--- src/bllca_pkg.sv ---
// ----------------------------------------------------------------------------
// bllca_pkg
// Shared widths, micro-op codes, branch codes and the microcode ROM of the
// binary-lifting lowest common ancestor block.
// ----------------------------------------------------------------------------
package bllca_pkg;

    localparam int NODE_W          = 10;
    localparam int DEPTH_W         = 10;
    localparam int S_TDATA_W       = 24;
    localparam int M_TDATA_W       = 16;
    localparam int DEF_MAX_NODES   = 1024;
    localparam int DEF_LIFT_LEVELS = 10;

    localparam int UPC_W = 5;
    localparam int OP_W  = 4;
    localparam int BR_W  = 4;

    // micro-ops
    localparam logic [OP_W-1:0] OP_NOP        = 'd0;
    localparam logic [OP_W-1:0] OP_LOAD       = 'd1;
    localparam logic [OP_W-1:0] OP_RD_DEP_A   = 'd2;
    localparam logic [OP_W-1:0] OP_RD_DEP_B   = 'd3;
    localparam logic [OP_W-1:0] OP_LD_DA_RD_B = 'd4;
    localparam logic [OP_W-1:0] OP_LD_DB_SWAP = 'd5;
    localparam logic [OP_W-1:0] OP_ATT_BASE   = 'd6;
    localparam logic [OP_W-1:0] OP_RD_ANC     = 'd7;
    localparam logic [OP_W-1:0] OP_ATT_STEP   = 'd8;
    localparam logic [OP_W-1:0] OP_LIFT_A     = 'd9;
    localparam logic [OP_W-1:0] OP_LD_DA      = 'd10;
    localparam logic [OP_W-1:0] OP_SET_K      = 'd11;
    localparam logic [OP_W-1:0] OP_JOINT      = 'd12;
    localparam logic [OP_W-1:0] OP_EMIT       = 'd13;

    // branch kinds
    localparam logic [BR_W-1:0] BR_NEXT     = 'd0;
    localparam logic [BR_W-1:0] BR_JUMP     = 'd1;
    localparam logic [BR_W-1:0] BR_WAIT_IN  = 'd2;
    localparam logic [BR_W-1:0] BR_WAIT_OUT = 'd3;
    localparam logic [BR_W-1:0] BR_KIND_Q   = 'd4;
    localparam logic [BR_W-1:0] BR_A_ZERO   = 'd5;
    localparam logic [BR_W-1:0] BR_ATT_LOOP = 'd6;
    localparam logic [BR_W-1:0] BR_NO_LIFT  = 'd7;
    localparam logic [BR_W-1:0] BR_A_EQ_B   = 'd8;
    localparam logic [BR_W-1:0] BR_LOOP     = 'd9;

    // program addresses
    localparam logic [UPC_W-1:0] U_IDLE = 'd0;
    localparam logic [UPC_W-1:0] U_DISP = 'd1;
    localparam logic [UPC_W-1:0] U_A0   = 'd2;
    localparam logic [UPC_W-1:0] U_A1   = 'd3;
    localparam logic [UPC_W-1:0] U_A2   = 'd4;
    localparam logic [UPC_W-1:0] U_A3   = 'd5;
    localparam logic [UPC_W-1:0] U_Q0   = 'd6;
    localparam logic [UPC_W-1:0] U_Q1   = 'd7;
    localparam logic [UPC_W-1:0] U_Q2   = 'd8;
    localparam logic [UPC_W-1:0] U_QL0  = 'd9;
    localparam logic [UPC_W-1:0] U_QL1  = 'd10;
    localparam logic [UPC_W-1:0] U_QL2  = 'd11;
    localparam logic [UPC_W-1:0] U_QL3  = 'd12;
    localparam logic [UPC_W-1:0] U_QE   = 'd13;
    localparam logic [UPC_W-1:0] U_QJ0  = 'd14;
    localparam logic [UPC_W-1:0] U_QJ1  = 'd15;
    localparam logic [UPC_W-1:0] U_QP0  = 'd16;
    localparam logic [UPC_W-1:0] U_QP1  = 'd17;
    localparam logic [UPC_W-1:0] U_EMIT = 'd18;

    typedef struct packed {
        logic [OP_W-1:0]  op;
        logic [BR_W-1:0]  br;
        logic [UPC_W-1:0] target;
    } ucode_t;

    typedef struct packed {
        logic            idle;
        logic [OP_W-1:0] op;
        logic            k_dec;
    } ctrl_t;

    typedef struct packed {
        logic in_fire;
        logic kind;
        logic a_zero;
        logic a_eq_b;
        logic lift_ok;
        logic k_zero;
        logic k_att_last;
        logic out_busy;
    } stat_t;

    function automatic ucode_t ucode_rom(input logic [UPC_W-1:0] upc);
        ucode_t w;
        w = '{op: OP_NOP, br: BR_JUMP, target: U_IDLE};
        case (upc)
            U_IDLE:  w = '{op: OP_LOAD,       br: BR_WAIT_IN,  target: U_IDLE};
            U_DISP:  w = '{op: OP_NOP,        br: BR_KIND_Q,   target: U_Q0};
            // attach
            U_A0:    w = '{op: OP_RD_DEP_B,   br: BR_A_ZERO,   target: U_IDLE};
            U_A1:    w = '{op: OP_ATT_BASE,   br: BR_NEXT,     target: U_IDLE};
            U_A2:    w = '{op: OP_RD_ANC,     br: BR_NEXT,     target: U_IDLE};
            U_A3:    w = '{op: OP_ATT_STEP,   br: BR_ATT_LOOP, target: U_A2};
            // query: depths and ordering
            U_Q0:    w = '{op: OP_RD_DEP_A,   br: BR_NEXT,     target: U_IDLE};
            U_Q1:    w = '{op: OP_LD_DA_RD_B, br: BR_NEXT,     target: U_IDLE};
            U_Q2:    w = '{op: OP_LD_DB_SWAP, br: BR_NEXT,     target: U_IDLE};
            // query: lift deeper node
            U_QL0:   w = '{op: OP_RD_ANC,     br: BR_NO_LIFT,  target: U_QL3};
            U_QL1:   w = '{op: OP_LIFT_A,     br: BR_NEXT,     target: U_IDLE};
            U_QL2:   w = '{op: OP_LD_DA,      br: BR_LOOP,     target: U_QL0};
            U_QL3:   w = '{op: OP_NOP,        br: BR_LOOP,     target: U_QL0};
            // query: joint lift
            U_QE:    w = '{op: OP_SET_K,      br: BR_A_EQ_B,   target: U_EMIT};
            U_QJ0:   w = '{op: OP_RD_ANC,     br: BR_NEXT,     target: U_IDLE};
            U_QJ1:   w = '{op: OP_JOINT,      br: BR_LOOP,     target: U_QJ0};
            U_QP0:   w = '{op: OP_RD_ANC,     br: BR_NEXT,     target: U_IDLE};
            U_QP1:   w = '{op: OP_LIFT_A,     br: BR_NEXT,     target: U_IDLE};
            U_EMIT:  w = '{op: OP_EMIT,       br: BR_WAIT_OUT, target: U_IDLE};
            default: w = '{op: OP_NOP,        br: BR_JUMP,     target: U_IDLE};
        endcase
        return w;
    endfunction

endpackage

--- src/bllca_useq.sv ---
// ----------------------------------------------------------------------------
// bllca_useq
// Microcode sequencer: step counter, control ROM and branch unit.
// ----------------------------------------------------------------------------
module bllca_useq import bllca_pkg::*; (
    input  logic  clk,
    input  logic  rst_n,
    input  stat_t stat,
    output ctrl_t ctrl
);

    logic [UPC_W-1:0] upc_reg;
    logic [UPC_W-1:0] upc_next;
    logic [UPC_W-1:0] upc_inc;
    ucode_t           uw;

    assign uw      = ucode_rom(upc_reg);
    assign upc_inc = upc_reg + UPC_W'(1);

    always_comb
    begin
        case (uw.br)
            BR_NEXT:     upc_next = upc_inc;
            BR_JUMP:     upc_next = uw.target;
            BR_WAIT_IN:  upc_next = stat.in_fire ? upc_inc : upc_reg;
            BR_WAIT_OUT: upc_next = stat.out_busy ? upc_reg : uw.target;
            BR_KIND_Q:   upc_next = stat.kind ? uw.target : upc_inc;
            BR_A_ZERO:   upc_next = stat.a_zero ? uw.target : upc_inc;
            BR_ATT_LOOP: upc_next = stat.k_att_last ? U_IDLE : uw.target;
            BR_NO_LIFT:  upc_next = stat.lift_ok ? upc_inc : uw.target;
            BR_A_EQ_B:   upc_next = stat.a_eq_b ? uw.target : upc_inc;
            BR_LOOP:     upc_next = stat.k_zero ? upc_inc : uw.target;
            default:     upc_next = U_IDLE;
        endcase
    end

    always_ff @(posedge clk or negedge rst_n)
    begin
        if (!rst_n)
        begin
            upc_reg <= U_IDLE;
        end
        else
        begin
            upc_reg <= upc_next;
        end
    end

    assign ctrl.idle  = (upc_reg == U_IDLE);
    assign ctrl.op    = uw.op;
    assign ctrl.k_dec = (uw.br == BR_LOOP) && !stat.k_zero;

endmodule

--- config.mk ---
export PLATFORM = sky130hd
export DESIGN_NAME = bllca_useq
export DESIGN_NICKNAME = d
export VERILOG_FILES = /design/src/bllca_pkg.sv /design/src/bllca_useq.sv
export SDC_FILE = /design/constraint.sdc
export NUM_CORES = 1
export LEC_CHECK = 0
export ABC_AREA = 1
export BUFFER_PORTS_ARGS = -buffer_cell sky130_fd_sc_hd__buf_4
export CORE_ASPECT_RATIO = 1.2
export CORE_MARGIN = 2
export CORE_UTILIZATION = 55
export CTS_BUF_LIST = sky130_fd_sc_hd__clkbuf_2 sky130_fd_sc_hd__clkbuf_4 sky130_fd_sc_hd__clkbuf_8
export DETAILED_ROUTE_END_ITERATION = 8
export GPL_TIMING_DRIVEN = 0
export HOLD_SLACK_MARGIN = 0.12
export MAX_ROUTING_LAYER = met4
export PLACE_DENSITY = 0.78
export SYNTH_ARGS = -nofsm -noshare
export SYNTH_HDL_FRONTEND = slang
export SYNTH_SLANG_ARGS = --single-unit
export TNS_END_PERCENT = 50
--- constraint.sdc ---
create_clock -name clk -period 1.82 [get_ports clk]
set_input_delay 0.182 -clock clk [delete_from_list [all_inputs] [get_ports clk]]
set_output_delay 0.182 -clock clk [all_outputs]
set_load 0.01 [all_outputs]
# After elaboration in Yosys (flattened, before gate mapping)
# Memory sizes are Yosys's and may differ from the RTL's.
# Cells that the tools add are included.
# W data, S select, Z words.
[op_classes]
reduce_logical = 5
add_sub_neg = 1
n_mux = 9
eq_ne = 11
[ops]
columns = ["operator", "count"]
rows = [
  ["$pmux W5 S10", 1],
  ["$mux W5", 8],
  ["$eq A4 B3 Y1 const B", 4],
  ["$eq A4 B2 Y1 const B", 2],
  ["$eq A4 B4 Y1 const B", 2],
  ["$add A5 B1 Y5 const B", 1],
  ["$logic_not A5 Y1", 1],
  ["$eq A4 B1 Y1 const B", 1],
  ["$logic_not A4 Y1", 1],
  ["$ne A2 B2 Y1 const B", 2],
  ["$reduce_and A2 Y1", 1],
  ["$logic_and A1 B1 Y1", 1],
  ["$logic_not A1 Y1", 1],
]
[totals]
inputBits = 10
mem_bits_ro = 416
elab_cells = 28
out_inout_bits = 6
ff_bits = 5
mem_count = 1
[mem_list]
columns = ["name", "words", "word_bits", "rd", "rd_ports_with_merged_regs", "wr", "line_no", "rtl"]
rows = [
  ["(name not given)", 32, 13, 1, 0, 0, "bllca_pkg.sv:94", "case (upc)"],
]

# Logic depth before layout (Yosys ltp)
# Gate-level depths: netlist (run 1).
# An unclocked memory read counts as a cell.
[logic_depth]
word_depth = 4
ltp_mapped = 15
mapped_depth_nobuf = 14

# Worst setup path before layout (run 1)
# Ideal clock, no wire load.
[synth_path]
kind = "flip-flop to output port"
from = "register upc_reg[0]"
to = "output port ctrl[0] (netlist bit)"
t_arrival_ns = 1.830
path_buffers = 2
stages_incl_launch_ff = 12
slack_ns = -0.192
required_ns = 1.638
cell_sequence = "dfrtp_1 > buf_2 > inv_1 > ha_1 > buf_2 > inv_1 > nor2_1 > nor2_1 > nor2_1 > nor2_4 > inv_2 > nor3_1"
[synth_lines]
columns = ["element", "line_no", "rtl"]
rows = [
  ["from (decl)", "bllca_useq.sv:12", "logic [UPC_W-1:0] upc_reg;"],
  ["from (signal assigned)", "bllca_useq.sv:45", "upc_reg <= upc_next;"],
  ["to (decl)", "bllca_useq.sv:9", "output ctrl_t ctrl"],
]

==> impl_metrics.json, run 1 <==
{
  "status": "finished, violations left",
  "violations": "negative setup slack",
  "cts.sinks": 5,
  "routabilityCongestion": 0.916,
  "crit_top_cell": "nor2_2",
  "crit_required_ns": 1.64,
  "synth-seq-cells": 5,
  "ant_nets": 0,
  "fin_cells": 332,
  "synth_fp_nets": 275,
  "clock.fmax_mhz": 502,
  "clkLatencyLatePin_ns": 0.24,
  "ys_warn_count": 0,
  "clock-root-buffer": "clkbuf_4",
  "cts_buffer_depth": 2,
  "rsz0062_at_grt": "yes",
  "largest_reg_flops": 5,
  "initial_core_util_pct": 57.9,
  "fin_nets": 317,
  "worstPathMaxFanout": 5,
  "num_io_pins": 16,
  "p_sw_w": 0.00213,
  "path_class": "flop to output pin",
  "row_count": 20,
  "dp_cells": 305,
  "synth.distinct_cells": 28,
  "critPathArrivalTime_ns": 1.81,
  "drv_slew": 0,
  "finalWirelength_um": 4810,
  "p_per_area_nw_per_um2": 1900,
  "path_clk_slew_ns": 0.05,
  "switching_share_pct": 55.6,
  "layout_commonest_cell": "nand2_1",
  "antenna_found_initial": 0,
  "wl_met3_um": 405,
  "dieHeight_um": 60.5,
  "core_um2": 2530,
  "slowest_stage": "dfrtp_1",
  "pwr-share-clk_pct": 3.7,
  "postPlaceCellArea_um2": 1660,
  "overflow": 0,
  "fin_skew_ns": 0.00763,
  "hold_path_class": "input port to asynchronous set/reset pin",
  "cts_tree": "yes",
  "top_layer_used": "met4",
  "drt_first_pass_iters": 5,
  "relSlewSlack_pct": 68.1,
  "cp-start-kind": "flop",
  "dr_wl_met2_um": 2440,
  "power.total_w": 0.00384,
  "h-tree-depth": 1,
  "synth_area_um2": 1460,
  "register_area_um2": 125,
  "final_area_um2": 2030,
  "layout_common_cells": "81 x nand2_1, 33 x buf_4, 17 x o21ai_0",
  "grt_pass1_wl_um": 7890,
  "cts_buffers": 3,
  "maxCapViolCount": 0,
  "avgSynthCellArea_um2": 5.67,
  "grt_max_degree": 11,
  "path_cells": "buf_6 -> inv_8 -> ha_4 -> inv_2 -> nor2_2 -> nor2_2 -> nor2_2 -> nor2_4 -> inv_2 -> nor3_2 -> buf_4",
  "p_comb_share_pct": 91.6,
  "utilization_pct": 80.1,
  "end_kind": "output pin",
  "drt_iter0_drc": 151,
  "area_growth_pct": 38.4,
  "leakage_nw": 1.04,
  "p_int_w": 0.00171,
  "grtUsageTotal_pct": 34.3,
  "drcViolationCount": 0,
  "grt_pass1_vias": 1760,
  "peakVddDrop_mv": 1.33,
  "vias_per_cell": 5.72,
  "fin_crit_sh_pct": 110,
  "layout-drive-gt1-share_pct": 40.1,
  "drt-met1-wl_um": 1860,
  "worst_slack_ns": -0.173,
  "io_buffers": 14,
  "syn_inst": 258,
  "antenna_cells": 0,
  "whs_ns": 0.277,
  "die_w_um": 51.1,
  "vias": 1899,
  "dp_hpwl_um": 3150,
  "routedWlPerCell_um": 14.5,
  "worst_slew_pin_slew_ns": 0.477,
  "yosysSeqAreaShare_pct": 8.55,
  "finalSetupViolations": 8,
  "die-area_um2": 3090,
  "fin_crit_ns": 1.99,
  "power_frac_seq_pct": 4.7,
  "slowest_delay_ns": 0.39,
  "fillers": 199,
  "multiInputGateArea_um2": 1290,
  "final-hold-violation-count": 0
}
## kinds of logic after synthesis
logic type               share of synthesized area, %
AO/OA/AOI/OAI                                    12.0
XOR/XNOR                                         1.20
adder cells (fa/ha/maj)                          5.98
buffers and inverters                            13.6
flip-flops                                       8.55
multiplexers                                    0.684
AND/OR/NAND/NOR                                  58.0
## path summary, 6_finish.rpt
kind,startpoint,endpoint,slack (ns),depth (start not counted)
worst min-delay path,rst_n,upc_reg[0]$_DFFE_PN0P_,0.28,2
min in group clk,stat[7],upc_reg[1]$_DFFE_PN0P_,0.38,5
worst max register to register,upc_reg[0]$_DFFE_PN0P_,upc_reg[2]$_DFFE_PN0P_,-0.14,14
worst max-delay path,upc_reg[0]$_DFFE_PN0P_,ctrl[0],-0.17,11
worst min register to register,upc_reg[4]$_DFFE_PN0P_,upc_reg[4]$_DFFE_PN0P_,0.64,3
max in group asynchronous,rst_n,upc_reg[4]$_DFFE_PN0P_,1.43,2
## through the flow
| step | setup TNS [ns] | setup slack [ns] |
|---|---|---|
| CTS | -0.584 | -0.137 |
| global route | -1.66 | -0.272 |
| finish | -0.878 | -0.173 |
| global placement | -1.42 | -0.265 |
| floorplan | 0 | 0.00153 |
| detailed placement | -1.68 | -0.306 |
## power by group through the flow
stage	clock network, W	logic [W]	registers, W
global placement	0	0.00252	0.000186
detailed placement	0	0.00254	0.000187
global route	0.000151	0.00376	0.000185
floorplan	0	0.00194	0.000182
CTS	0.000144	0.00328	0.000179
finish	0.000141	0.00352	0.000182
## layer usage
layer	up-vias	GRT usage, %
li1	918	-
met1	867	43.0
met2	99	57.7
met3	15	2.96
met4	0	12.7
met5	-	-
## cells in the mapped netlist (all sizes together)
library cell / instances / area [um^2]
a21oi: 4 / 27.5
buf: 8 / 77.6
clkbuf: 1 / 3.75
dfrtp: 5 / 125
ha: 7 / 87.6
inv: 30 / 118
mux2i: 1 / 10.0
nand2: 102 / 445
nand3: 17 / 100
nand3b: 1 / 7.51
nand4: 15 / 93.8
nor2: 36 / 193
nor3: 2 / 10.0
o211ai: 3 / 22.5
o21ai: 22 / 110
o221ai: 1 / 8.76
o22ai: 1 / 6.26
xor2: 2 / 17.5
## what timing repair did
action / 4_1_cts / 5_1_grt
pin swaps: 21 / 11
endpoints found under the hold margin: 5 / 0
buffers inserted: 24 / 0
setup endpoints to repair: 10 / 8
resized for setup: 35 / 12
hold buffers: 1 / 0
## critical path: cells and delay by family, from the launching register on
family / cells / cell delay, ns
simple gates: 5 / 0.47
flops: 1 / 0.39
buf+inv: 5 / 0.47
fa+ha+maj: 1 / 0.23
## cell type report
class,count,area share [%]
Buffer,7,3.71
Clock buffer,4,1.48
Inverter,30,6.55
Multi-Input combinational cell,214,63.7
Sequential cell,5,6.18
Tap cell,33,2.04
Timing Repair Buffer,39,16.4
No activity file was read; power rests on OpenSTA's default activity.
==> inputs of run 2 (changes only) <==
- GPL_ROUTABILITY_DRIVEN: default -> 0
- TNS_END_PERCENT: 50 -> default
==> run 2 against run 1 <==
- the run still ends with negative setup slack left
- clock-buffer cell count stayed put
- register-to-register slack about the same
- routed wire length grew 2.4%
- final area up 3.8%
- hold slack hardly changed
- sequential power about the same
- sequential share of layout area fell by 0.23 points
- combinational power rose by 4%
- non-clock buffer count is the same
- die area stayed put
- global-route usage rose by 0.16 points
- final cell count stayed put
==> impl_metrics.json, run 2 (synthesis results as in run 1) <==
{
  "status": "finished, violations left",
  "violations": "negative setup slack",
  "antenna_cells": 0,
  "end_kind": "output pin",
  "layout_common_cells": "78 x nand2_1, 30 x buf_4, 17 x o21ai_0",
  "leakage_nw": 1.06,
  "cp-start-kind": "flop",
  "peakVddDrop_mv": 1.36,
  "rsz0062_at_grt": "yes",
  "core_um2": 2530,
  "multiInputGateArea_um2": 1350,
  "path_buf_inv": 5,
  "utilization_pct": 83.2,
  "worst_slack_ns": -0.166,
  "grt_pass1_vias": 1751,
  "layout_commonest_cell": "nand2_1",
  "clock.fmax_mhz": 504,
  "maxCapViolCount": 0,
  "cts.sinks": 5,
  "ant_nets": 0,
  "slowest_delay_ns": 0.39,
  "worstPathMaxFanout": 5,
  "r2r_end": "upc_reg[2]$_DFFE_PN0P_",
  "vias_per_cell": 5.79,
  "r2r_start": "upc_reg[1]$_DFFE_PN0P_",
  "hold_path_class": "input port to asynchronous set/reset pin",
  "clock-root-buffer": "clkbuf_4",
  "layout-drive-gt1-share_pct": 41.8,
  "initial_core_util_pct": 57.9,
  "critPathArrivalTime_ns": 1.80,
  "final-hold-violation-count": 0,
  "grtUsageTotal_pct": 34.5,
  "slowest_stage": "dfrtp_1",
  "antenna_found_initial": 0,
  "overflow": 0,
  "routedWlPerCell_um": 14.8,
  "die-area_um2": 3090,
  "h-tree-depth": 1,
  "dp_hpwl_um": 3150,
  "crit_required_ns": 1.64,
  "finalSetupViolations": 8,
  "drcViolationCount": 0,
  "grt_pass1_wl_um": 7940,
  "reg2regPathDepth": 10,
  "path_class": "flop to output pin",
  "drt_iter0_drc": 142,
  "io_buffers": 14,
  "cts_buffer_depth": 2,
  "crit_top_cell": "nor2_2",
  "largest_reg_flops": 5,
  "power.total_w": 0.00399,
  "path_clk_slew_ns": 0.05,
  "fin_crit_ns": 1.99,
  "relSlewSlack_pct": 77.8,
  "fin_nets": 317,
  "path_cells": "buf_6 -> inv_8 -> ha_4 -> inv_2 -> nor2_2 -> nor2_2 -> nor2_2 -> nor2_4 -> inv_2 -> nor3_2 -> buf_4",
  "crit_family": "buffers and inverters",
  "drv_slew": 0,
  "fillers": 183,
  "register_area_um2": 125,
  "vias": 1923,
  "drt_first_pass_iters": 5,
  "row_count": 20,
  "clkLatencyLatePin_ns": 0.24,
  "worst_slew_pin_slew_ns": 0.333,
  "finalWirelength_um": 4930,
  "num_io_pins": 16,
  "die_w_um": 51.1,
  "grt_max_degree": 11,
  "p_per_area_nw_per_um2": 1900,
  "dieHeight_um": 60.5,
  "area_growth_pct": 43.7,
  "fin_crit_sh_pct": 109,
  "cts_tree": "yes",
  "crit_cells": 11,
  "reg2reg_slack_ns": -0.13,
  "cts_buffers": 3,
  "fin_skew_ns": 0.00740
}
run 2: how the worst max path moves through the flow:
stage / startpoint / to
after floorplan: upc_reg[0]$_DFFE_PN0P_ / upc_reg[1]$_DFFE_PN0P_
after global placement: upc_reg[0]$_DFFE_PN0P_ / upc_reg[0]$_DFFE_PN0P_
after detailed placement: upc_reg[1]$_DFFE_PN0P_ / upc_reg[0]$_DFFE_PN0P_
after CTS: upc_reg[0]$_DFFE_PN0P_ / ctrl[0]
after global routing: upc_reg[0]$_DFFE_PN0P_ / ctrl[0]
final: upc_reg[0]$_DFFE_PN0P_ / ctrl[0]
run 2: layout make-up:
type | count | share of cell area, %
multi-input cells | 214 | 64.2
repair buffers | 39 | 16.3
inverters | 30 | 6.54
flip-flops and latches | 5 | 5.95
plain buffers | 7 | 3.57
well taps | 33 | 1.96
clock buffers | 4 | 1.43
run 2: metal layers:
metal  up-vias  part of all wire, %  GRT usage (%)
li1        920                    -              -
met4         0                  2.4           14.3
met5         -                    0              -
met3        12                  8.7           1.97
met1       876                   38           44.6
met2       115                   51           56.2
run 2: per-stage QoR:
| stage | worst slack [ns] | TNS [ns] | instances | hold slack (ns) | area [um^2] |
|---|---|---|---|---|---|
| floorplan | 0.00153 | 0 | 258 | -0.114 | 1510 |
| CTS | -0.135 | -0.560 | 332 | 0.273 | 2000 |
| detailed placement | -0.306 | -1.68 | 305 | -0.0159 | 1660 |
| global route | -0.267 | -1.53 | 332 | 0.278 | 2100 |
| finish | -0.166 | -0.761 | 332 | 0.277 | 2100 |
| global placement | -0.265 | -1.42 | 305 | -0.0169 | 1660 |
run 2: report_power, final:
| group | switching (W) | leakage (nW) | internal [W] |
|---|---|---|---|
| clock | 0.0000434 | 0.0184 | 0.0000976 |
| combinational | 0.00215 | 0.972 | 0.00151 |
| sequential | 0.0000290 | 0.0660 | 0.000152 |
| total | 0.00223 | 1.06 | 0.00176 |
run 2: repair_timing:
| action | CTS | global route |
|---|---|---|
| pin swaps | 21 | 20 |
| setup endpoints to repair | 10 | 8 |
| setup buffers | 24 | 0 |
| hold endpoints to repair | 5 | 0 |
| hold buffers | 1 | 0 |
| resized for setup | 37 | 27 |
==> inputs of run 3 (changes only) <==
- CORE_MARGIN: 2 -> 10
==> run 3 against run 2 <==
- the flow still finishes with violations (negative setup slack)
- clock power rose by 5%
- total power down 2.6%
- via count increased by 1.1%
- first-iteration DRC count rose by 39%
- register-to-register slack about the same
- maximum frequency grew 0.73%
- final cell count increased by 1.2%
- flip-flop and latch count is the same
- non-clock buffer count is 4 higher
- utilization shrank 2.1 points
- final area down 1.5%
- combinational power down 3%
- critical endpoint unchanged
- largest cell class unchanged
==> impl_metrics.json, run 3 (synthesis results as in run 1) <==
{
  "p_per_area_nw_per_um2": 1880,
  "final-hold-violation-count": 0,
  "fin_nets": 321,
  "fin_skew_ns": 0.00651,
  "tns_ns": -0.959,
  "io_buffers": 14,
  "multiInputGateArea_um2": 1310,
  "h-tree-depth": 1,
  "fillers": 193,
  "dp_hpwl_um": 3340,
  "dp_cells": 305,
  "layout_common_cells": "80 x nand2_1, 35 x buf_4, 19 x o21ai_0",
  "critPathArrivalTime_ns": 1.79,
  "core_um2": 2550,
  "clock.fmax_mhz": 507,
  "initial_core_util_pct": 57.4,
  "fin_crit_ns": 1.97,
  "grt_pass1_vias": 1823,
  "register_area_um2": 125,
  "drt_iter0_drc": 198,
  "crit_required_ns": 1.64,
  "path_class": "flop to output pin",
  "routedWlPerCell_um": 15.3,
  "r2r_start": "upc_reg[0]$_DFFE_PN0P_",
  "maxCapViolCount": 0,
  "final_area_um2": 2070,
  "fin_cells": 336,
  "drt_first_pass_iters": 5,
  "worst_slew_pin_slew_ns": 0.338,
  "finalWirelength_um": 5140,
  "grt_pass1_wl_um": 8150,
  "dieHeight_um": 76.5,
  "ant_nets": 0,
  "clkLatencyLatePin_ns": 0.25,
  "largest_reg_flops": 5,
  "cts_buffers": 3,
  "peakVddDrop_mv": 1.54,
  "cts.sinks": 5,
  "path_clk_slew_ns": 0.05,
  "postPlaceCellArea_um2": 1660,
  "antenna_cells": 0,
  "worst_slack_ns": -0.151,
  "leakage_nw": 1.07,
  "status": "finished, violations left",
  "fin_crit_sh_pct": 108,
  "vias_per_cell": 5.79,
  "die-area_um2": 5130,
  "area_growth_pct": 41.5,
  "hold_path_class": "input port to asynchronous set/reset pin",
  "antenna_found_initial": 0,
  "layout_commonest_cell": "nand2_1",
  "dp_slack_ns": -0.303,
  "whs_ns": 0.263,
  "startpoint": "upc_reg[0]$_DFFE_PN0P_",
  "overflow": 0,
  "cts_tree": "yes",
  "row_count": 20,
  "rsz0062_at_grt": "yes",
  "worstPathMaxFanout": 5,
  "grtUsageTotal_pct": 19.4,
  "drcViolationCount": 0,
  "finalSetupViolations": 9,
  "num_io_pins": 16,
  "violations": "negative setup slack",
  "drv_slew": 0,
  "end_kind": "output pin",
  "layout-drive-gt1-share_pct": 39.9,
  "relSlewSlack_pct": 77.5,
  "die_w_um": 67.1,
  "clock-root-buffer": "clkbuf_4",
  "grt_max_degree": 11,
  "cts_buffer_depth": 2,
  "cp-start-kind": "flop",
  "vias": 1944
}
-- run 3: cell count changes in the layout (fill, tap and decap cells not counted), sizes merged --
cell and change:
buf +4
-- run 3: final cells by class --
type | count | share of cell area [%]
well taps | 33 | 1.99
multi-input cells | 214 | 63.2
inverters | 30 | 6.28
flip-flops and latches | 5 | 6.04
plain buffers | 7 | 3.63
repair buffers | 43 | 17.4
clock buffers | 4 | 1.45
-- run 3: routing by layer --
metal	wire length, um	share of wire [%]	vias to the layer above	global-route usage, %
li1	-	-	924	-
met1	2010	39	867	24.0
met2	2580	50	132	31.6
met3	435	8.5	21	1.76
met4	112	2.2	0	6.38
met5	0	0	-	-
-- run 3: metrics by stage --
stage	util, %	power [W]
final	81.1	0.00389
after CTS	78.1	0.00357
after floorplan	-	0.00212
after detailed placement	64.9	0.00273
after global placement	64.9	0.00270
after global routing	81.1	0.00415
-- run 3: critical path, stage by stage (launching register included) --
cell,delay [ns]
dfrtp_1,0.39
buf_6,0.14
inv_8,0.06
ha_4,0.23
nand2_4,0.09
nand2_4,0.05
nand3_2,0.08
nand2_4,0.09
inv_4,0.09
nand2_4,0.05
nor3_2,0.14
buf_4,0.14
-- run 3: final timing paths --
check	slack, ns	to	cells past startpoint
worst max-delay path	-0.15	ctrl[0]	11
worst min-delay path	0.26	upc_reg[1]$_DFFE_PN0P_	2
worst max register to register	-0.14	upc_reg[0]$_DFFE_PN0P_	15
worst min register to register	0.64	upc_reg[4]$_DFFE_PN0P_	3
max in group asynchronous	1.45	upc_reg[4]$_DFFE_PN0P_	2
min in group clk	0.35	upc_reg[4]$_DFFE_PN0P_	5
-- run 3: power breakdown --
group          internal (W)  leakage, nW  switching (W)  total, W
combinational       0.00149        0.986        0.00207   0.00355
sequential         0.000152       0.0660      0.0000313  0.000183
clock             0.0000980       0.0184      0.0000500  0.000148
total               0.00174         1.07        0.00215   0.00389
-- run 3: repair_timing --
action                     in CTS  in global routing
pin swaps                      21                 12
setup endpoints to repair      10                  9
setup buffers                  25                  2
gates resized for setup        36                 13
hold buffers                    1                  0
cloned                          0                  1
hold endpoints to repair        5                  0
